File: src/rtl/hps_pkg.sv
// ----------------------------------------------------------------------------
// hps_pkg: shared types and constants of the host power sequencer
// Beat payloads, configuration layout, mode codes and fixed pulse lengths.
// ----------------------------------------------------------------------------
package hps_pkg;

  localparam int unsigned INTERVAL_WIDTH_DEF = 10;
  localparam int unsigned CFG_DATA_W         = 10;
  localparam int unsigned CFG_INDEX_W        = 3;

  localparam logic [9:0] STARTUP_TIMEOUT_RST = 10'd600;
  localparam logic [9:0] HOLD_LIMIT_RST      = 10'd40;
  localparam logic [9:0] ACK_TIMEOUT_RST     = 10'd100;
  localparam logic [9:0] POWEROFF_DELAY_RST  = 10'd300;
  localparam logic [7:0] FLASH_PERIOD_RST    = 8'd2;
  localparam logic [7:0] DEBOUNCE_MS_RST     = 8'd50;

  localparam logic [7:0] PULSE_HIGH_MS = 8'd1;
  localparam logic [7:0] PULSE_LOW_MS  = 8'd100;

  typedef enum logic [CFG_INDEX_W-1:0] {
    CFG_STARTUP_TIMEOUT = 3'd0,
    CFG_HOLD_LIMIT      = 3'd1,
    CFG_ACK_TIMEOUT     = 3'd2,
    CFG_POWEROFF_DELAY  = 3'd3,
    CFG_FLASH_PERIOD    = 3'd4,
    CFG_DEBOUNCE_MS     = 3'd5
  } cfg_idx_e;

  typedef enum logic [3:0] {
    MODE_OFF       = 4'd0,
    MODE_DEBOUNCE  = 4'd1,
    MODE_STARTING  = 4'd2,
    MODE_RUNNING   = 4'd3,
    MODE_ERROR     = 4'd4,
    MODE_HOLDCHECK = 4'd5,
    MODE_PULSEHIGH = 4'd6,
    MODE_PULSELOW  = 4'd7,
    MODE_AWAITACK  = 4'd8,
    MODE_OFFDELAY  = 4'd9,
    MODE_WAITREL   = 4'd10
  } mode_e;

  typedef struct packed {
    logic [9:0] startup_timeout;
    logic [9:0] hold_limit;
    logic [9:0] ack_timeout;
    logic [9:0] poweroff_delay;
    logic [7:0] flash_period;
    logic [7:0] debounce_ms;
  } cfg_t;

  typedef struct packed {
    logic tick_slow;
    logic tick_ms;
    logic button_low;
    logic comm_high;
  } in_t;

  typedef struct packed {
    logic       power_on;
    logic       led_green;
    logic       led_red;
    logic       comm_drive;
    logic       comm_value;
    logic [3:0] mode_code;
    logic       error_flag;
  } out_t;

endpackage

File: src/rtl/host_power_sequencer_unit.sv
// ----------------------------------------------------------------------------
// host_power_sequencer_unit: push-button power sequencer for a host
// Samples button, handshake line and tick strobes and drives the power
// switch, status LEDs and handshake line.
//
//   channel | direction | handshake             | payload
//   --------+-----------+-----------------------+-------------------
//   in      | input     | in_valid_i/in_stall_o | in_data_i (in_t)
//   out     | output    | out_valid_o/out_stall_i| out_data_o (out_t)
//   cfg     | input     | cfg_we_i              | cfg_index_i, cfg_data_i
//
// Every input beat yields exactly one result beat. With the output not
// stalled, that beat is on the output in the cycle after the input is taken.
// One beat per cycle is sustained while the output is not stalled, set by the single state update.
// Reset loads the default timing values and puts the sequencer in off.
// A stalled output keeps its beat, and one more input beat is taken into the
// skid stage. in_stall_o then stays high until the output takes a beat, and
// it falls in the cycle after that.
// ----------------------------------------------------------------------------
module host_power_sequencer_unit #(
  parameter int unsigned INTERVAL_WIDTH = hps_pkg::INTERVAL_WIDTH_DEF
) (
  input  logic                            clk_i,
  input  logic                            rst_ni,
  input  logic                            in_valid_i,
  output logic                            in_stall_o,
  input  hps_pkg::in_t                    in_data_i,
  output logic                            out_valid_o,
  input  logic                            out_stall_i,
  output hps_pkg::out_t                   out_data_o,
  input  logic                            cfg_we_i,
  input  logic [hps_pkg::CFG_INDEX_W-1:0] cfg_index_i,
  input  logic [hps_pkg::CFG_DATA_W-1:0]  cfg_data_i
);
  import hps_pkg::*;

  cfg_t cfg;
  out_t res;
  logic full, step;

  assign in_stall_o = full;
  assign step       = in_valid_i && !full;

  hps_cfg u_cfg (
    .clk_i       (clk_i),
    .rst_ni      (rst_ni),
    .cfg_we_i    (cfg_we_i),
    .cfg_index_i (cfg_index_i),
    .cfg_data_i  (cfg_data_i),
    .cfg_o       (cfg)
  );

  hps_core #(
    .INTERVAL_WIDTH (INTERVAL_WIDTH)
  ) u_core (
    .clk_i  (clk_i),
    .rst_ni (rst_ni),
    .step_i (step),
    .in_i   (in_data_i),
    .cfg_i  (cfg),
    .res_o  (res)
  );

  hps_obuf u_obuf (
    .clk_i       (clk_i),
    .rst_ni      (rst_ni),
    .push_i      (step),
    .push_data_i (res),
    .full_o      (full),
    .out_valid_o (out_valid_o),
    .out_stall_i (out_stall_i),
    .out_data_o  (out_data_o)
  );

endmodule

File: src/rtl/hps_cfg.sv
// ----------------------------------------------------------------------------
// hps_cfg: configuration register file
// Six write-only timing registers, loaded with their defaults at reset.
// ----------------------------------------------------------------------------
module hps_cfg (
  input  logic                            clk_i,
  input  logic                            rst_ni,
  input  logic                            cfg_we_i,
  input  logic [hps_pkg::CFG_INDEX_W-1:0] cfg_index_i,
  input  logic [hps_pkg::CFG_DATA_W-1:0]  cfg_data_i,
  output hps_pkg::cfg_t                   cfg_o
);
  import hps_pkg::*;

  cfg_t cfg_q, cfg_d;

  always_comb begin
    cfg_d = cfg_q;
    if (cfg_we_i) begin
      case (cfg_index_i)
        CFG_STARTUP_TIMEOUT: cfg_d.startup_timeout = cfg_data_i[9:0];
        CFG_HOLD_LIMIT:      cfg_d.hold_limit      = cfg_data_i[9:0];
        CFG_ACK_TIMEOUT:     cfg_d.ack_timeout     = cfg_data_i[9:0];
        CFG_POWEROFF_DELAY:  cfg_d.poweroff_delay  = cfg_data_i[9:0];
        CFG_FLASH_PERIOD:    cfg_d.flash_period    = cfg_data_i[7:0];
        CFG_DEBOUNCE_MS:     cfg_d.debounce_ms     = cfg_data_i[7:0];
        default:             cfg_d = cfg_q;
      endcase
    end
  end

  always_ff @(posedge clk_i or negedge rst_ni) begin
    if (!rst_ni) begin
      cfg_q.startup_timeout <= STARTUP_TIMEOUT_RST;
      cfg_q.hold_limit      <= HOLD_LIMIT_RST;
      cfg_q.ack_timeout     <= ACK_TIMEOUT_RST;
      cfg_q.poweroff_delay  <= POWEROFF_DELAY_RST;
      cfg_q.flash_period    <= FLASH_PERIOD_RST;
      cfg_q.debounce_ms     <= DEBOUNCE_MS_RST;
    end else begin
      cfg_q <= cfg_d;
    end
  end

  assign cfg_o = cfg_q;

endmodule

File: src/rtl/hps_core.sv
// ----------------------------------------------------------------------------
// hps_core: sequencer state and next-state logic
// Updates timers, mode and drive registers once per accepted beat and
// presents the new output values as the result of that beat.
// ----------------------------------------------------------------------------
module hps_core #(
  parameter int unsigned INTERVAL_WIDTH = hps_pkg::INTERVAL_WIDTH_DEF
) (
  input  logic          clk_i,
  input  logic          rst_ni,
  input  logic          step_i,
  input  hps_pkg::in_t  in_i,
  input  hps_pkg::cfg_t cfg_i,
  output hps_pkg::out_t res_o
);
  import hps_pkg::*;

  localparam int unsigned LW = (INTERVAL_WIDTH > 10) ? INTERVAL_WIDTH : 10;
  localparam logic [LW-1:0] IV_MAX = LW'((1 << INTERVAL_WIDTH) - 1);

  function automatic logic [INTERVAL_WIDTH-1:0] sat_load(input logic [9:0] v);
    logic [LW-1:0] ext;
    ext = LW'(v);
    if (ext > IV_MAX) begin
      sat_load = INTERVAL_WIDTH'(IV_MAX);
    end else begin
      sat_load = INTERVAL_WIDTH'(ext);
    end
  endfunction

  mode_e                     mode_q, mode_d, resume_q, resume_d;
  logic [INTERVAL_WIDTH-1:0] iv_q, iv_d, iv_dec;
  logic [7:0]                fl_q, fl_d, fl_dec;
  logic [7:0]                ms_q, ms_d, ms_dec;
  logic                      fault_q, fault_d;
  logic                      red_q, red_d;
  logic                      green_q, green_d;
  logic                      sw_q, sw_d;
  logic                      drive_q, drive_d;
  logic                      val_q, val_d;
  logic                      btn_prev_q;
  logic                      btn, comm, btn_edge, ms_run;

  assign btn      = in_i.button_low;
  assign comm     = in_i.comm_high;
  assign btn_edge = btn != btn_prev_q;
  assign ms_run   = (mode_q == MODE_DEBOUNCE) || (mode_q == MODE_PULSEHIGH) ||
                    (mode_q == MODE_PULSELOW);

  always_comb begin
    iv_dec = iv_q;
    fl_dec = fl_q;
    ms_dec = ms_q;
    if (in_i.tick_slow && (iv_q != '0)) iv_dec = iv_q - 1'b1;
    if (in_i.tick_slow && (fl_q != '0)) fl_dec = fl_q - 8'd1;
    if (in_i.tick_ms && (ms_q != '0) && ms_run) ms_dec = ms_q - 8'd1;
  end

  // Next mode.
  always_comb begin
    mode_d = mode_q;
    case (mode_q)
      MODE_OFF, MODE_RUNNING, MODE_ERROR: begin
        if (btn_edge) mode_d = MODE_DEBOUNCE;
      end
      MODE_DEBOUNCE: begin
        if (ms_dec == '0) begin
          if (!btn) begin
            mode_d = resume_q;
          end else if ((resume_q == MODE_RUNNING) || (resume_q == MODE_ERROR)) begin
            mode_d = MODE_HOLDCHECK;
          end else begin
            mode_d = MODE_STARTING;
          end
        end
      end
      MODE_STARTING: begin
        if (!comm) begin
          mode_d = MODE_RUNNING;
        end else if (iv_dec == '0) begin
          mode_d = MODE_ERROR;
        end
      end
      MODE_HOLDCHECK: begin
        if (btn) begin
          if (iv_dec == '0) mode_d = MODE_WAITREL;
        end else if (fault_q) begin
          mode_d = MODE_ERROR;
        end else begin
          mode_d = MODE_PULSEHIGH;
        end
      end
      MODE_PULSEHIGH: begin
        if (ms_dec == '0) mode_d = MODE_PULSELOW;
      end
      MODE_PULSELOW: begin
        if (ms_dec == '0) mode_d = MODE_AWAITACK;
      end
      MODE_AWAITACK: begin
        if (!comm) begin
          mode_d = MODE_OFFDELAY;
        end else if (iv_dec == '0) begin
          mode_d = MODE_ERROR;
        end
      end
      MODE_OFFDELAY: begin
        if (iv_dec == '0) mode_d = MODE_OFF;
      end
      MODE_WAITREL: begin
        if (!btn) mode_d = MODE_OFF;
      end
      default: mode_d = MODE_OFF;
    endcase
  end

  // Timers and drive registers.
  always_comb begin
    resume_d = resume_q;
    iv_d     = iv_dec;
    fl_d     = fl_dec;
    ms_d     = ms_dec;
    fault_d  = fault_q;
    red_d    = red_q;
    green_d  = green_q;
    sw_d     = sw_q;
    drive_d  = drive_q;
    val_d    = val_q;
    case (mode_q)
      MODE_OFF, MODE_RUNNING, MODE_ERROR: begin
        if (btn_edge) begin
          resume_d = mode_q;
          ms_d     = cfg_i.debounce_ms;
        end else if ((mode_q == MODE_ERROR) && (fl_dec == '0)) begin
          red_d = ~red_q;
          fl_d  = cfg_i.flash_period;
        end
      end
      MODE_DEBOUNCE: begin
        if ((ms_dec == '0) && btn) begin
          if ((resume_q == MODE_RUNNING) || (resume_q == MODE_ERROR)) begin
            iv_d    = sat_load(cfg_i.hold_limit);
            red_d   = 1'b1;
            green_d = 1'b0;
          end else begin
            fault_d = 1'b0;
            sw_d    = 1'b1;
            green_d = 1'b1;
            red_d   = 1'b1;
            iv_d    = sat_load(cfg_i.startup_timeout);
          end
        end
      end
      MODE_STARTING: begin
        if (!comm) begin
          red_d = 1'b0;
        end else if (iv_dec == '0) begin
          fault_d = 1'b1;
          green_d = 1'b0;
        end
      end
      MODE_HOLDCHECK: begin
        if (btn) begin
          if (fl_dec == '0) begin
            red_d   = ~red_q;
            green_d = ~green_q;
            fl_d    = cfg_i.flash_period;
          end
          if (iv_dec == '0) begin
            fault_d = 1'b0;
            red_d   = 1'b1;
            green_d = 1'b0;
            sw_d    = 1'b0;
            drive_d = 1'b0;
            val_d   = 1'b0;
          end
        end else if (fault_q) begin
          red_d   = 1'b1;
          green_d = 1'b0;
        end else begin
          red_d   = 1'b1;
          green_d = 1'b0;
          drive_d = 1'b1;
          val_d   = 1'b1;
          ms_d    = PULSE_HIGH_MS;
        end
      end
      MODE_PULSEHIGH: begin
        if (ms_dec == '0) begin
          val_d = 1'b0;
          ms_d  = PULSE_LOW_MS;
        end
      end
      MODE_PULSELOW: begin
        if (ms_dec == '0) begin
          drive_d = 1'b0;
          val_d   = 1'b0;
          iv_d    = sat_load(cfg_i.ack_timeout);
        end
      end
      MODE_AWAITACK: begin
        if (!comm) begin
          green_d = 1'b1;
          iv_d    = sat_load(cfg_i.poweroff_delay);
        end else if (iv_dec == '0) begin
          red_d   = 1'b1;
          green_d = 1'b0;
          fault_d = 1'b1;
        end
      end
      MODE_OFFDELAY: begin
        if (iv_dec == '0) begin
          fault_d = 1'b0;
          red_d   = 1'b1;
          green_d = 1'b0;
          sw_d    = 1'b0;
          drive_d = 1'b0;
          val_d   = 1'b0;
        end
      end
      MODE_WAITREL: begin
        fault_d = fault_q;
      end
      default: begin
        fault_d = 1'b0;
        red_d   = 1'b1;
        green_d = 1'b0;
        sw_d    = 1'b0;
        drive_d = 1'b0;
        val_d   = 1'b0;
      end
    endcase
  end

  always_ff @(posedge clk_i or negedge rst_ni) begin
    if (!rst_ni) begin
      mode_q     <= MODE_OFF;
      resume_q   <= MODE_OFF;
      iv_q       <= '0;
      fl_q       <= '0;
      ms_q       <= '0;
      fault_q    <= 1'b0;
      red_q      <= 1'b1;
      green_q    <= 1'b0;
      sw_q       <= 1'b0;
      drive_q    <= 1'b0;
      val_q      <= 1'b0;
      btn_prev_q <= 1'b0;
    end else if (step_i) begin
      mode_q     <= mode_d;
      resume_q   <= resume_d;
      iv_q       <= iv_d;
      fl_q       <= fl_d;
      ms_q       <= ms_d;
      fault_q    <= fault_d;
      red_q      <= red_d;
      green_q    <= green_d;
      sw_q       <= sw_d;
      drive_q    <= drive_d;
      val_q      <= val_d;
      btn_prev_q <= btn;
    end
  end

  assign res_o.power_on   = sw_d;
  assign res_o.led_green  = green_d;
  assign res_o.led_red    = red_d;
  assign res_o.comm_drive = drive_d;
  assign res_o.comm_value = drive_d & val_d;
  assign res_o.mode_code  = mode_d;
  assign res_o.error_flag = fault_d;

endmodule

File: src/rtl/hps_obuf.sv
// ----------------------------------------------------------------------------
// hps_obuf: result register with skid stage
// Holds result beats for the output channel so that the input side keeps
// flowing for one beat while the output is stalled.
// ----------------------------------------------------------------------------
module hps_obuf (
  input  logic          clk_i,
  input  logic          rst_ni,
  input  logic          push_i,
  input  hps_pkg::out_t push_data_i,
  output logic          full_o,
  output logic          out_valid_o,
  input  logic          out_stall_i,
  output hps_pkg::out_t out_data_o
);
  import hps_pkg::*;

  logic main_valid_q, skid_valid_q;
  out_t main_q, skid_q;
  logic pop;

  assign pop = main_valid_q && !out_stall_i;

  always_ff @(posedge clk_i or negedge rst_ni) begin
    if (!rst_ni) begin
      main_valid_q <= 1'b0;
      skid_valid_q <= 1'b0;
    end else if (skid_valid_q) begin
      if (pop) skid_valid_q <= 1'b0;
    end else if (push_i) begin
      if (!main_valid_q || pop) begin
        main_valid_q <= 1'b1;
      end else begin
        skid_valid_q <= 1'b1;
      end
    end else if (pop) begin
      main_valid_q <= 1'b0;
    end
  end

  always_ff @(posedge clk_i) begin
    if (skid_valid_q) begin
      if (pop) main_q <= skid_q;
    end else if (push_i) begin
      if (!main_valid_q || pop) begin
        main_q <= push_data_i;
      end else begin
        skid_q <= push_data_i;
      end
    end
  end

  assign full_o      = skid_valid_q;
  assign out_valid_o = main_valid_q;
  assign out_data_o  = main_q;

endmodule

File: config.mk
export PLATFORM = sky130hd
export DESIGN_NAME = host_power_sequencer_unit
export DESIGN_NICKNAME = d
export VERILOG_FILES = /design/src/rtl/hps_pkg.sv /design/src/rtl/host_power_sequencer_unit.sv /design/src/rtl/hps_cfg.sv /design/src/rtl/hps_core.sv /design/src/rtl/hps_obuf.sv
export SDC_FILE = /design/constraint.sdc
export NUM_CORES = 1
export LEC_CHECK = 0
export BUFFER_PORTS_ARGS = -buffer_cell sky130_fd_sc_hd__buf_2
export CORE_MARGIN = 1
export CORE_UTILIZATION = 60
export DETAILED_ROUTE_END_ITERATION = 7
export MAX_ROUTING_LAYER = met4
export PLACE_DENSITY = 0.83
export SYNTH_ARGS = -nofsm -noshare
export SYNTH_HDL_FRONTEND = slang
export SYNTH_SLANG_ARGS = --single-unit
File: constraint.sdc
create_clock -name clk_i -period 3.6 [get_ports clk_i]
set_clock_uncertainty 0.05 [all_clocks]
set_input_delay 0.54 -clock clk_i [delete_from_list [all_inputs] [get_ports clk_i]]
set_output_delay 0.54 -clock clk_i [all_outputs]
set_load 0.01 [all_outputs]
==> results of run 1 <==
-- cell families after synthesis --
logic type                 after synthesis  synth area share, %
and+or+nand+nor                        219                 16.8
AOI/OAI and AO/OA                      198                 20.1
DFF                                    119                 44.1
muxes                                   87                 13.7
buffers and inverters                   55                 3.41
xor gates and xnor gates                10                 1.24
adders and majority gates                4                0.711
-- routing by layer --
layer	global-route usage, %	vias to the layer above
met5	-	-
met4	20.2	0
met3	7.41	84
met2	55.3	349
met1	42.8	2930
li1	-	2727
-- state kept, by name, indices dropped and copies added (netlist names) --
| signal | count |
|---|---|
| u_cfg.cfg_o | 56 |
| u_core.iv_q | 10 |
| u_obuf.out_data_o | 10 |
| u_obuf.skid_q | 10 |
| u_core.fl_q | 8 |
| u_core.ms_q | 8 |
| u_core.mode_q | 4 |
| u_core.resume_q | 4 |
| u_core.btn_prev_q | 1 |
| u_core.drive_q | 1 |
| u_core.fault_q | 1 |
| u_core.green_q | 1 |
| u_core.red_q | 1 |
| u_core.sw_q | 1 |
| u_core.val_q | 1 |
| u_obuf.full_o | 1 |
| u_obuf.out_valid_o | 1 |
-- cell usage after synthesis (10+ instances only) --
library cell / count / area, um^2
o21ai_0: 47 / 235
nor4_1: 10 / 62.6
nor3_1: 21 / 105
inv_1: 17 / 63.8
dfrtp_1: 81 / 2030
mux2_2: 72 / 811
nor2b_1: 12 / 75.1
nand3_1: 12 / 60.1
edfxtp_1: 20 / 601
dfstp_2: 18 / 473
nand2_1: 59 / 221
mux2i_1: 13 / 130
clkbuf_1: 23 / 86.3
a21oi_1: 44 / 220
nor2_1: 46 / 173
-- power breakdown --
group	switching, uW	internal [uW]	total, uW
Sequential	419	1880	2300
Clock	595	1050	1650
Combinational	1710	1120	2830
Total	2720	4050	6770
-- final cells by class --
class	count	share of cell area [%]
clock buffers	24	6.40
clock inverters	8	0.843
inverters	18	0.843
multi-input cells	518	46.2
flip-flops and latches	119	38.7
well taps	143	2.23
repair buffers	62	4.81
-- worst max-delay path by stage --
stage,endpoint,slack (ns),cells after the start
final,u_obuf.out_data_o[3],0.26,10
after global routing,u_core.iv_q[5],0.04,11
after CTS,u_core.iv_q[2],0.22,10
after detailed placement,u_core.iv_q[2],0.26,10
after global placement,u_core.iv_q[2],0.33,10
after floorplan,u_obuf.out_data_o[7],0.59,9
-- stage by stage --
stage               total power (uW)  hold WS [ns]  std cells  cell area (um^2)  worst slack, ns
floorplan                       4240         0.194        692              7040            0.587
global placement                4960         0.426        859              7420            0.328
detailed placement              5030         0.436        859              7420            0.255
CTS                             6710         0.172        891              8000            0.225
global route                    7140         0.198        892              8020           0.0416
finish                          6770         0.143        892              8020            0.256
-- timing repair --
item,CTS,global route
setup buffers,0,1
resized for setup,0,2
endpoints found under the setup margin,0,4
==> run summary, run 1 <==
status: complete, no violations
die height: 110 um
area occupied by multi-input gates: 3710 um^2
n_diodes: 0
nets: 762
CTS Root Cell: clkbuf_16
Max VDD drop: 660 uV
largest delay contributor family on the critical path: compound AO/OA/AOI/OAI gates
Final Hold Violating Endpoints: 0
CTS Sinks: 119
Synthesized Nets: 718
Main synth FF type: dfrtp_1
CTS tree: done
FF/Latch Area: 3100 um^2
WP data required: 3.73 ns
Crit path buffers/inverters: 1
Worst Tran Pin Value: 1.08 ns
Mapped Area: 7040 um^2
share of layout cells above drive strength 1: 27.9%
worst relative slew slack: 28.1%
number of hold buffers added after cts: 0
largest net degree at the start of global routing: 60
RSZ-0062 raised after global routing: false
Tmin final: 3.34 ns
Yosys warning count: 0
DIE AREA: 12200 um^2
Crit Reg-Reg Endpoint: u_obuf.out_data_o[3]
First DRT Iteration DRCs: 473
vias in the first global route: 5981
Worst-path clk slew: 0.06 ns
Setup CP Type: reg -> reg
die width: 110 um
Max Used Layer: met4
DR WL/cell: 22.1 um
Slowest-stage cell, CP: o41a_1
synthesized instance count: 692
global placement routability congestion: 1.05
grt ovf: 0
crit path max fanout: 8
Post-synth ARST share: 83.2%
dpl hpwl: 13400 um
HP Class: in -> async
register bit total from synthesis: 119
Worst Path Arrival: 3.47 ns
Vias: 6090
final wirelength: 19700 um
Initial Utilization: 61.6%
Core Box Area: 11400 um^2
pwr dens: 844 nW/um^2
Worst setup SP type: flop
final setup vio count: 0
first-pass GRT wire length: 30900 um
commonest non-fill, non-tap cell in the layout: dfrtp_1
DRC viols: 0
commonest cells after routing, fill and taps aside: 81 x dfrtp_1, 72 x mux2_2, 59 x nand2_1, 47 x o21ai_0, 46 x nor2_1
1st-pass router iterations: 6
P_leak: 0.00319 uW
Max Cap Viol: 0
slowest stage delay, CP: 0.44 ns
Worst R2R Path Depth: 10
gr usage total: 35.5%
max-slew violation count: 0
remaining antenna violation count after routing: 0
period utilisation layout: 92.9%
Inserted Clock Buffers: 17
Seq/Total Area, Yosys: 44.1%
worst path cell trace: inv_1, ha_1, nor2b_2, and3_1, o41a_1, o211ai_4, nor2_4, a311o_1, a211o_1, mux2_2
Final TNS setup: 0 ns
Post-synth EDFFs: 20
worst r2r src: u_core.ms_q[0]
htree depth: 4
DRT met1 WL: 7860 um
initial antenna violation count: 0
PortBufs: 33
CP endpoint kind: flop
Synth-to-Final Area Change: 14.0%
Via density: 6.83
row cnt: 39
Final Util: 70.2%
met3 routed wirelength: 1580 um
fillers: 824
Critical Path Start: u_core.ms_q[0]
Yosys cell types: 89
r2r setup slk: 0.26 ns
worst skew pair latency: 0.43 ns
Ports: 34
Avg Cell Area, Syn: 10.2 um^2
Routed met2 length: 9320 um
Max Buffers Root-to-Sink: 2
Max Fclk: 299 MHz
Power figures use the tool's default switching activity.
==> inputs of run 2 (changes only) <==
--- a/config.mk
+++ b/config.mk
@@ -10,7 +10,7 @@
 export CORE_UTILIZATION = 60
 export DETAILED_ROUTE_END_ITERATION = 7
 export MAX_ROUTING_LAYER = met4
-export PLACE_DENSITY = 0.83
+export PLACE_DENSITY = 0.82
 export SYNTH_ARGS = -nofsm -noshare
 export SYNTH_HDL_FRONTEND = slang
 export SYNTH_SLANG_ARGS = --single-unit
==> run summary, run 2 (same netlist as run 1, synthesis figures left out) <==
status: complete, no violations (unchanged)
die height: 110 um (unchanged)
Initial Utilization: 61.6% (unchanged)
dpl hpwl: 13400 um (about the same)
n_diodes: 0 (unchanged)
max-slew violation count: 0 (unchanged)
Final Hold Violating Endpoints: 0 (unchanged)
fillers: 859 (was 824)
max FFs per register: 56 (unchanged)
nets: 762 (unchanged)
remaining antenna violation count after routing: 0 (unchanged)
gr usage total: 35.6% (was 35.5%)
P_leak: 0.00317 uW (was 0.00319 uW)
crit path max fanout: 10 (was 8)
CTS tree: done (unchanged)
DIE AREA: 12200 um^2 (unchanged)
row cnt: 39 (unchanged)
FF/Latch Area: 3100 um^2 (unchanged)
initial antenna violation count: 0 (unchanged)
area occupied by multi-input gates: 3710 um^2 (about the same)
final setup vio count: 0 (unchanged)
CP endpoint kind: flop (unchanged)
Worst setup SP type: flop (unchanged)
vias in the first global route: 5913 (was 5981)
RSZ-0062 raised after global routing: false (unchanged)
Worst Tran Pin Value: 0.989 ns (was 1.08 ns)
first-pass GRT wire length: 31000 um (was 30900 um)
CTS Root Cell: clkbuf_16 (unchanged)
Non-Filler Instances: 892 (unchanged)
largest net degree at the start of global routing: 59 (was 60)
commonest cells after routing, fill and taps aside: 81 x dfrtp_1, 72 x mux2_2, 59 x nand2_1, 47 x o21ai_0, 46 x nor2_1 (unchanged)
share of layout cells above drive strength 1: 27.2% (was 27.9%)
number of hold buffers added after cts: 0 (unchanged)
final wirelength: 19400 um (was 19700 um)
Tmin final: 3.38 ns (was 3.34 ns)
grt ovf: 0 (unchanged)
Max Cap Viol: 0 (unchanged)
Max Buffers Root-to-Sink: 2 (unchanged)
Inserted Clock Buffers: 17 (unchanged)
DR WL/cell: 21.8 um (was 22.1 um)
Worst-path clk slew: 0.06 ns (about the same)
commonest non-fill, non-tap cell in the layout: dfrtp_1 (unchanged)
Core Box Area: 11400 um^2 (unchanged)
period utilisation layout: 93.9% (was 92.9%)
CTS Sinks: 119 (unchanged)
pwr dens: 850 nW/um^2 (was 844 nW/um^2)
die width: 110 um (unchanged)
Via density: 6.76 (was 6.83)
worst relative slew slack: 34.0% (was 28.1%)
Vias: 6033 (was 6090)
post-CTS setup buffers: 0 (unchanged)
DRC viols: 0 (unchanged)
PortBufs: 33 (unchanged)
Cells after DPL: 860 (was 859)
htree depth: 4 (unchanged)
First DRT Iteration DRCs: 606 (was 473)
total chip power: 6810 uW (was 6770 uW)
worst skew pair latency: 0.43 ns (about the same)
post_cts resized: 0 (unchanged)
Max VDD drop: 513 uV (was 660 uV)
Setup CP Type: reg -> reg (unchanged)
Final TNS setup: 0 ns (unchanged)
WP data required: 3.87 ns (was 3.73 ns)
HP Class: in -> async (unchanged)
1st-pass router iterations: 5 (was 6)
Worst Path Arrival: 3.65 ns (was 3.47 ns)
Ports: 34 (unchanged)
global placement routability congestion: 1.04 (was 1.05)
Max Fclk: 296 MHz (was 299 MHz)
Synth-to-Final Area Change: 13.9% (was 14.0%)
run 2: metal layers:
metal	wire [um]	vias to the layer above	track usage, %
li1	-	2728	-
met2	9240	318	54.5
met5	0	-	-
met1	7910	2911	43.4
met4	801	0	20.5
met3	1480	76	7.70
run 2: final cells by class:
type | count | area share (%)
Clock inverter | 14 | 1.73
Timing Repair Buffer | 62 | 4.81
Inverter | 18 | 0.843
Multi-Input combinational cell | 518 | 46.3
Tap cell | 143 | 2.23
Clock buffer | 18 | 5.36
Sequential cell | 119 | 38.7
run 2: path summary, 6_finish.rpt:
| path | end | slack, ns | startpoint | depth (start not counted) |
|---|---|---|---|---|
| hold / removal | u_cfg.cfg_o[11] | 0.12 | rst_ni | 1 |
| setup reg to reg | u_core.green_q | 0.22 | u_core.iv_q[0] | 11 |
| min in group clk_i | u_obuf.full_o | 0.33 | out_stall_i | 3 |
| setup / recovery | u_core.green_q | 0.22 | u_core.iv_q[0] | 11 |
| max in group asynchronous | u_cfg.cfg_o[4] | 2.53 | rst_ni | 2 |
| hold reg to reg | u_cfg.cfg_o[46] | 0.45 | u_cfg.cfg_o[46] | 1 |
run 2: critical path: stages (launching register included):
cell and delay [ns]:
dfrtp_1 0.43, inv_1 0.16, ha_1 0.28, nand3b_1 0.20, nor3b_1 0.30, mux2i_1 0.33
nand4_1 0.17, buf_4 0.20, nor2_1 0.24, a21oi_1 0.15, or4_1 0.54, a32o_1 0.21
run 2: report_power, final:
group | switching, uW | total [uW] | leakage, uW | internal (uW)
clock | 594 | 1660 | 0.000276 | 1060
combinational | 1740 | 2870 | 0.00154 | 1140
sequential | 402 | 2280 | 0.00135 | 1880
total | 2730 | 6810 | 0.00317 | 4070
run 2: per-stage QoR:
step	area, um^2	hold slack, ns	worst slack, ns	util [%]
3_3_place_gp	7430	0.424	0.324	65.1
6_report	8010	0.118	0.221	70.2
5_1_grt	8010	0.189	0.0560	70.2
3_5_place_dp	7430	0.446	0.240	65.1
4_1_cts	8000	0.141	0.272	70.0
2_1_floorplan	7040	0.194	0.587	-
==> inputs of run 3 (changes only) <==
--- a/config.mk
+++ b/config.mk
@@ -13,4 +13,5 @@
 export PLACE_DENSITY = 0.82
 export SYNTH_ARGS = -nofsm -noshare
 export SYNTH_HDL_FRONTEND = slang
+export SYNTH_HIERARCHICAL = 1
 export SYNTH_SLANG_ARGS = --single-unit
==> run summary, run 3 <==
final setup vio count: 0 (unchanged)
Initial Utilization: 62.1% (was 61.6%)
Mapped Area: 7150 um^2 (was 7040 um^2)
P_leak: 0.00330 uW (was 0.00317 uW)
pwr dens: 697 nW/um^2 (was 850 nW/um^2)
PortBufs: 33 (unchanged)
largest net degree at the start of global routing: 55 (was 59)
Main synth FF type: dfrtp_1 (unchanged)
Synth-to-Final Area Change: 13.4% (was 13.9%)
CTS Sinks: 119 (unchanged)
Inserted Clock Buffers: 17 (unchanged)
remaining antenna violation count after routing: 0 (unchanged)
final wirelength: 18500 um (was 19400 um)
worst skew pair latency: 0.42 ns (was 0.43 ns)
Crit path buffers/inverters: 2 (unchanged)
Hold Slack: 0.110 ns (was 0.118 ns)
n_diodes: 0 (unchanged)
M1 GR Usage: 41.3% (was 43.4%)
Avg Cell Area, Syn: 10.6 um^2 (was 10.2 um^2)
DRC viols: 8 (was 0)
Vias: 5902 (was 6033)
Post-synth ARST share: 83.2% (unchanged)
placed cell area: 7530 um^2 (was 7430 um^2)
DR WL/cell: 21.2 um (was 21.8 um)
vias in the first global route: 5843 (was 5913)
row cnt: 39 (unchanged)
Yosys cell types: 93 (was 89)
CTS Root Cell: clkbuf_16 (unchanged)
share of layout cells above drive strength 1: 30.2% (was 27.2%)
Final TNS setup: 0 ns (unchanged)
worst path cell trace: inv_1, ha_1, nor2b_1, and2_1, a21oi_4, mux2i_1, or4_1, buf_4, o211a_1, a211o_1, mux2_4 (was inv_1, ha_1, nand3b_1, nor3b_1, mux2i_1, nand4_1, buf_4, nor2_1, a21oi_1, or4_1, a32o_1)
die height: 111 um (was 110 um)
initial antenna violation count: 0 (unchanged)
M3 GR Usage: 6.51% (was 7.70%)
Synthesized Nets: 702 (was 718)
Post-synth EDFFs: 20 (unchanged)
gr usage total: 32.6% (was 35.6%)
Final Hold Violating Endpoints: 0 (unchanged)
Non-Filler Instances: 874 (was 892)
Worst-path clk slew: 0.06 ns (about the same)
commonest cells after routing, fill and taps aside: 81 x dfrtp_1, 59 x nand2_1, 46 x a21oi_1, 37 x nor2_1 (was 81 x dfrtp_1, 72 x mux2_2, 59 x nand2_1, 47 x o21ai_0, 46 x nor2_1)
leading area contributor after synthesis: dfrtp_1 (unchanged)
synthesized instance count: 675 (was 692)
HP Class: in -> async (unchanged)
worst relative slew slack: 36.8% (was 34.0%)
Max Fclk: 295 MHz (was 296 MHz)
first-pass GRT wire length: 30200 um (was 31000 um)
most frequent cell after synthesis: dfrtp_1 (unchanged)
Area contributors post-synth: dfrtp_1 28%, edfxtp_1 8.4%, mux2_4 7.6% (was dfrtp_1 29%, mux2_2 12%, edfxtp_1 8.5%)
grt ovf: 0 (unchanged)
global placement routability congestion: 0.930 (was 1.04)
CTS tree: done (unchanged)
largest delay contributor family on the critical path: simple AND/OR/NAND/NOR gates (unchanged)
DIE AREA: 12400 um^2 (was 12200 um^2)
Tmin final: 3.38 ns (about the same)
htree depth: 4 (unchanged)
fillers: 843 (was 859)
Seq/Total Area, Yosys: 43.3% (was 44.1%)
1st-pass router iterations: 7 (was 5)
crit path max fanout: 9 (was 10)
RSZ-0062 raised after global routing: false (unchanged)
period utilisation layout: 94.0% (was 93.9%)
Max Cap Viol: 0 (unchanged)
Yosys warning count: 6 (was 0)
Max Buffers Root-to-Sink: 2 (unchanged)
Worst setup SP type: flop (unchanged)
Cells after DPL: 842 (was 860)
share of the synthesized area in the top cell type: 28.3% (was 28.8%)
First DRT Iteration DRCs: 645 (was 606)
Setup CP Type: reg -> reg (unchanged)
commonest non-fill, non-tap cell in the layout: dfrtp_1 (unchanged)
Max VDD drop: 464 uV (was 513 uV)
slowest stage delay, CP: 0.58 ns (was 0.54 ns)
fin area: 8110 um^2 (was 8010 um^2)
register bit total from synthesis: 119 (unchanged)
max FFs per register: 56 (unchanged)
most instantiated cells after synthesis: 81 x dfrtp_1, 59 x nand2_1, 46 x a21oi_1 (was 81 x dfrtp_1, 72 x mux2_2, 59 x nand2_1)
Slowest-stage cell, CP: or4_1 (unchanged)
number of hold buffers added after cts: 0 (unchanged)
nets: 745 (was 762)
Core Box Area: 11500 um^2 (was 11400 um^2)
busiest layer in global routing: met2 (unchanged)
met2 Usage GRT: 51.3% (was 54.5%)
dpl hpwl: 12900 um (was 13400 um)
max-slew violation count: 0 (unchanged)
Worst Path Arrival: 3.50 ns (was 3.65 ns)
status: finished with violations (was complete, no violations)
Via density: 6.75 (was 6.76)
die width: 111 um (was 110 um)
Worst Tran Pin Value: 0.948 ns (was 0.989 ns)
failing checks: DRC
WP data required: 3.72 ns (was 3.87 ns)
CP endpoint kind: flop (unchanged)
Ports: 34 (unchanged)
-- run 3: timing repair --
action	in CTS	in global routing
endpoints found under the hold margin	0	0
setup endpoints to repair	0	7
resized for setup	0	3
buffers inserted	0	0
-- run 3: layout make-up --
cell class,instances,area (um^2),area share (%)
Clock inverter,12,114,1.40
Timing Repair Buffer,67,423,5.21
Inverter,24,90.1,1.11
Multi-Input combinational cell,489,3740,46.1
Tap cell,143,179,2.21
Clock buffer,20,468,5.77
Sequential cell,119,3100,38.2
-- run 3: cells by family after synthesis --
group                    Yosys count  synth area share [%]
AND/OR/NAND/NOR                  190                  15.3
XOR/XNOR                           5                 0.612
multiplexers                      87                  15.4
adder cells (fa/ha/maj)            5                 0.874
flip-flops                       119                  43.3
AO/OA/AOI/OAI                    202                  20.0
buffers and inverters             67                  4.53
-- run 3: power by group --
part / switching, uW / total, uW / internal [uW] / leakage, uW
Sequential: 366 / 2170 / 1800 / 0.00134
Combinational: 1000 / 1830 / 827 / 0.00168
Clock: 641 / 1660 / 1020 / 0.000283
Total: 2010 / 5650 / 3640 / 0.00330
-- run 3: worst paths after layout --
path / to / slack (ns) / cells after the start / from
max: u_obuf/out_data_o[8] / 0.22 / 11 / u_core/ms_q[0]
min: u_core/val_q / 0.11 / 1 / rst_ni
max reg2reg: u_obuf/out_data_o[8] / 0.22 / 11 / u_core/ms_q[0]
min reg2reg: u_cfg/cfg_o[37] / 0.46 / 1 / u_cfg/cfg_o[37]
max in group asynchronous: u_cfg/cfg_o[5] / 2.49 / 2 / rst_ni
min in group clk_i: u_obuf/full_o / 0.34 / 3 / out_stall_i
-- run 3: per-stage QoR --
| step | power, uW | setup slack (ns) | utilization [%] |
|---|---|---|---|
| 2_1_floorplan | 3450 | 0.346 | - |
| 3_3_place_gp | 3870 | 0.255 | 65.4 |
| 3_5_place_dp | 3970 | 0.219 | 65.4 |
| 4_1_cts | 5650 | 0.190 | 70.4 |
| 5_1_grt | 5950 | 0.0240 | 70.4 |
| 6_report | 5650 | 0.216 | 70.4 |
-- run 3: layer usage --
layer	vias up	wire (um)
met4	0	411
met1	2955	7950
met2	258	9030
li1	2654	-
met3	35	1150
met5	-	0
-- run 3: worst reg2reg max path, cell delays in order (launching register included) --
cell,delay (ns)
dfrtp_1,0.40
inv_1,0.09
ha_1,0.21
nor2b_1,0.16
and2_1,0.23
a21oi_4,0.24
mux2i_1,0.14
or4_1,0.58
buf_4,0.21
o211a_1,0.24
a211o_1,0.31
mux2_4,0.27
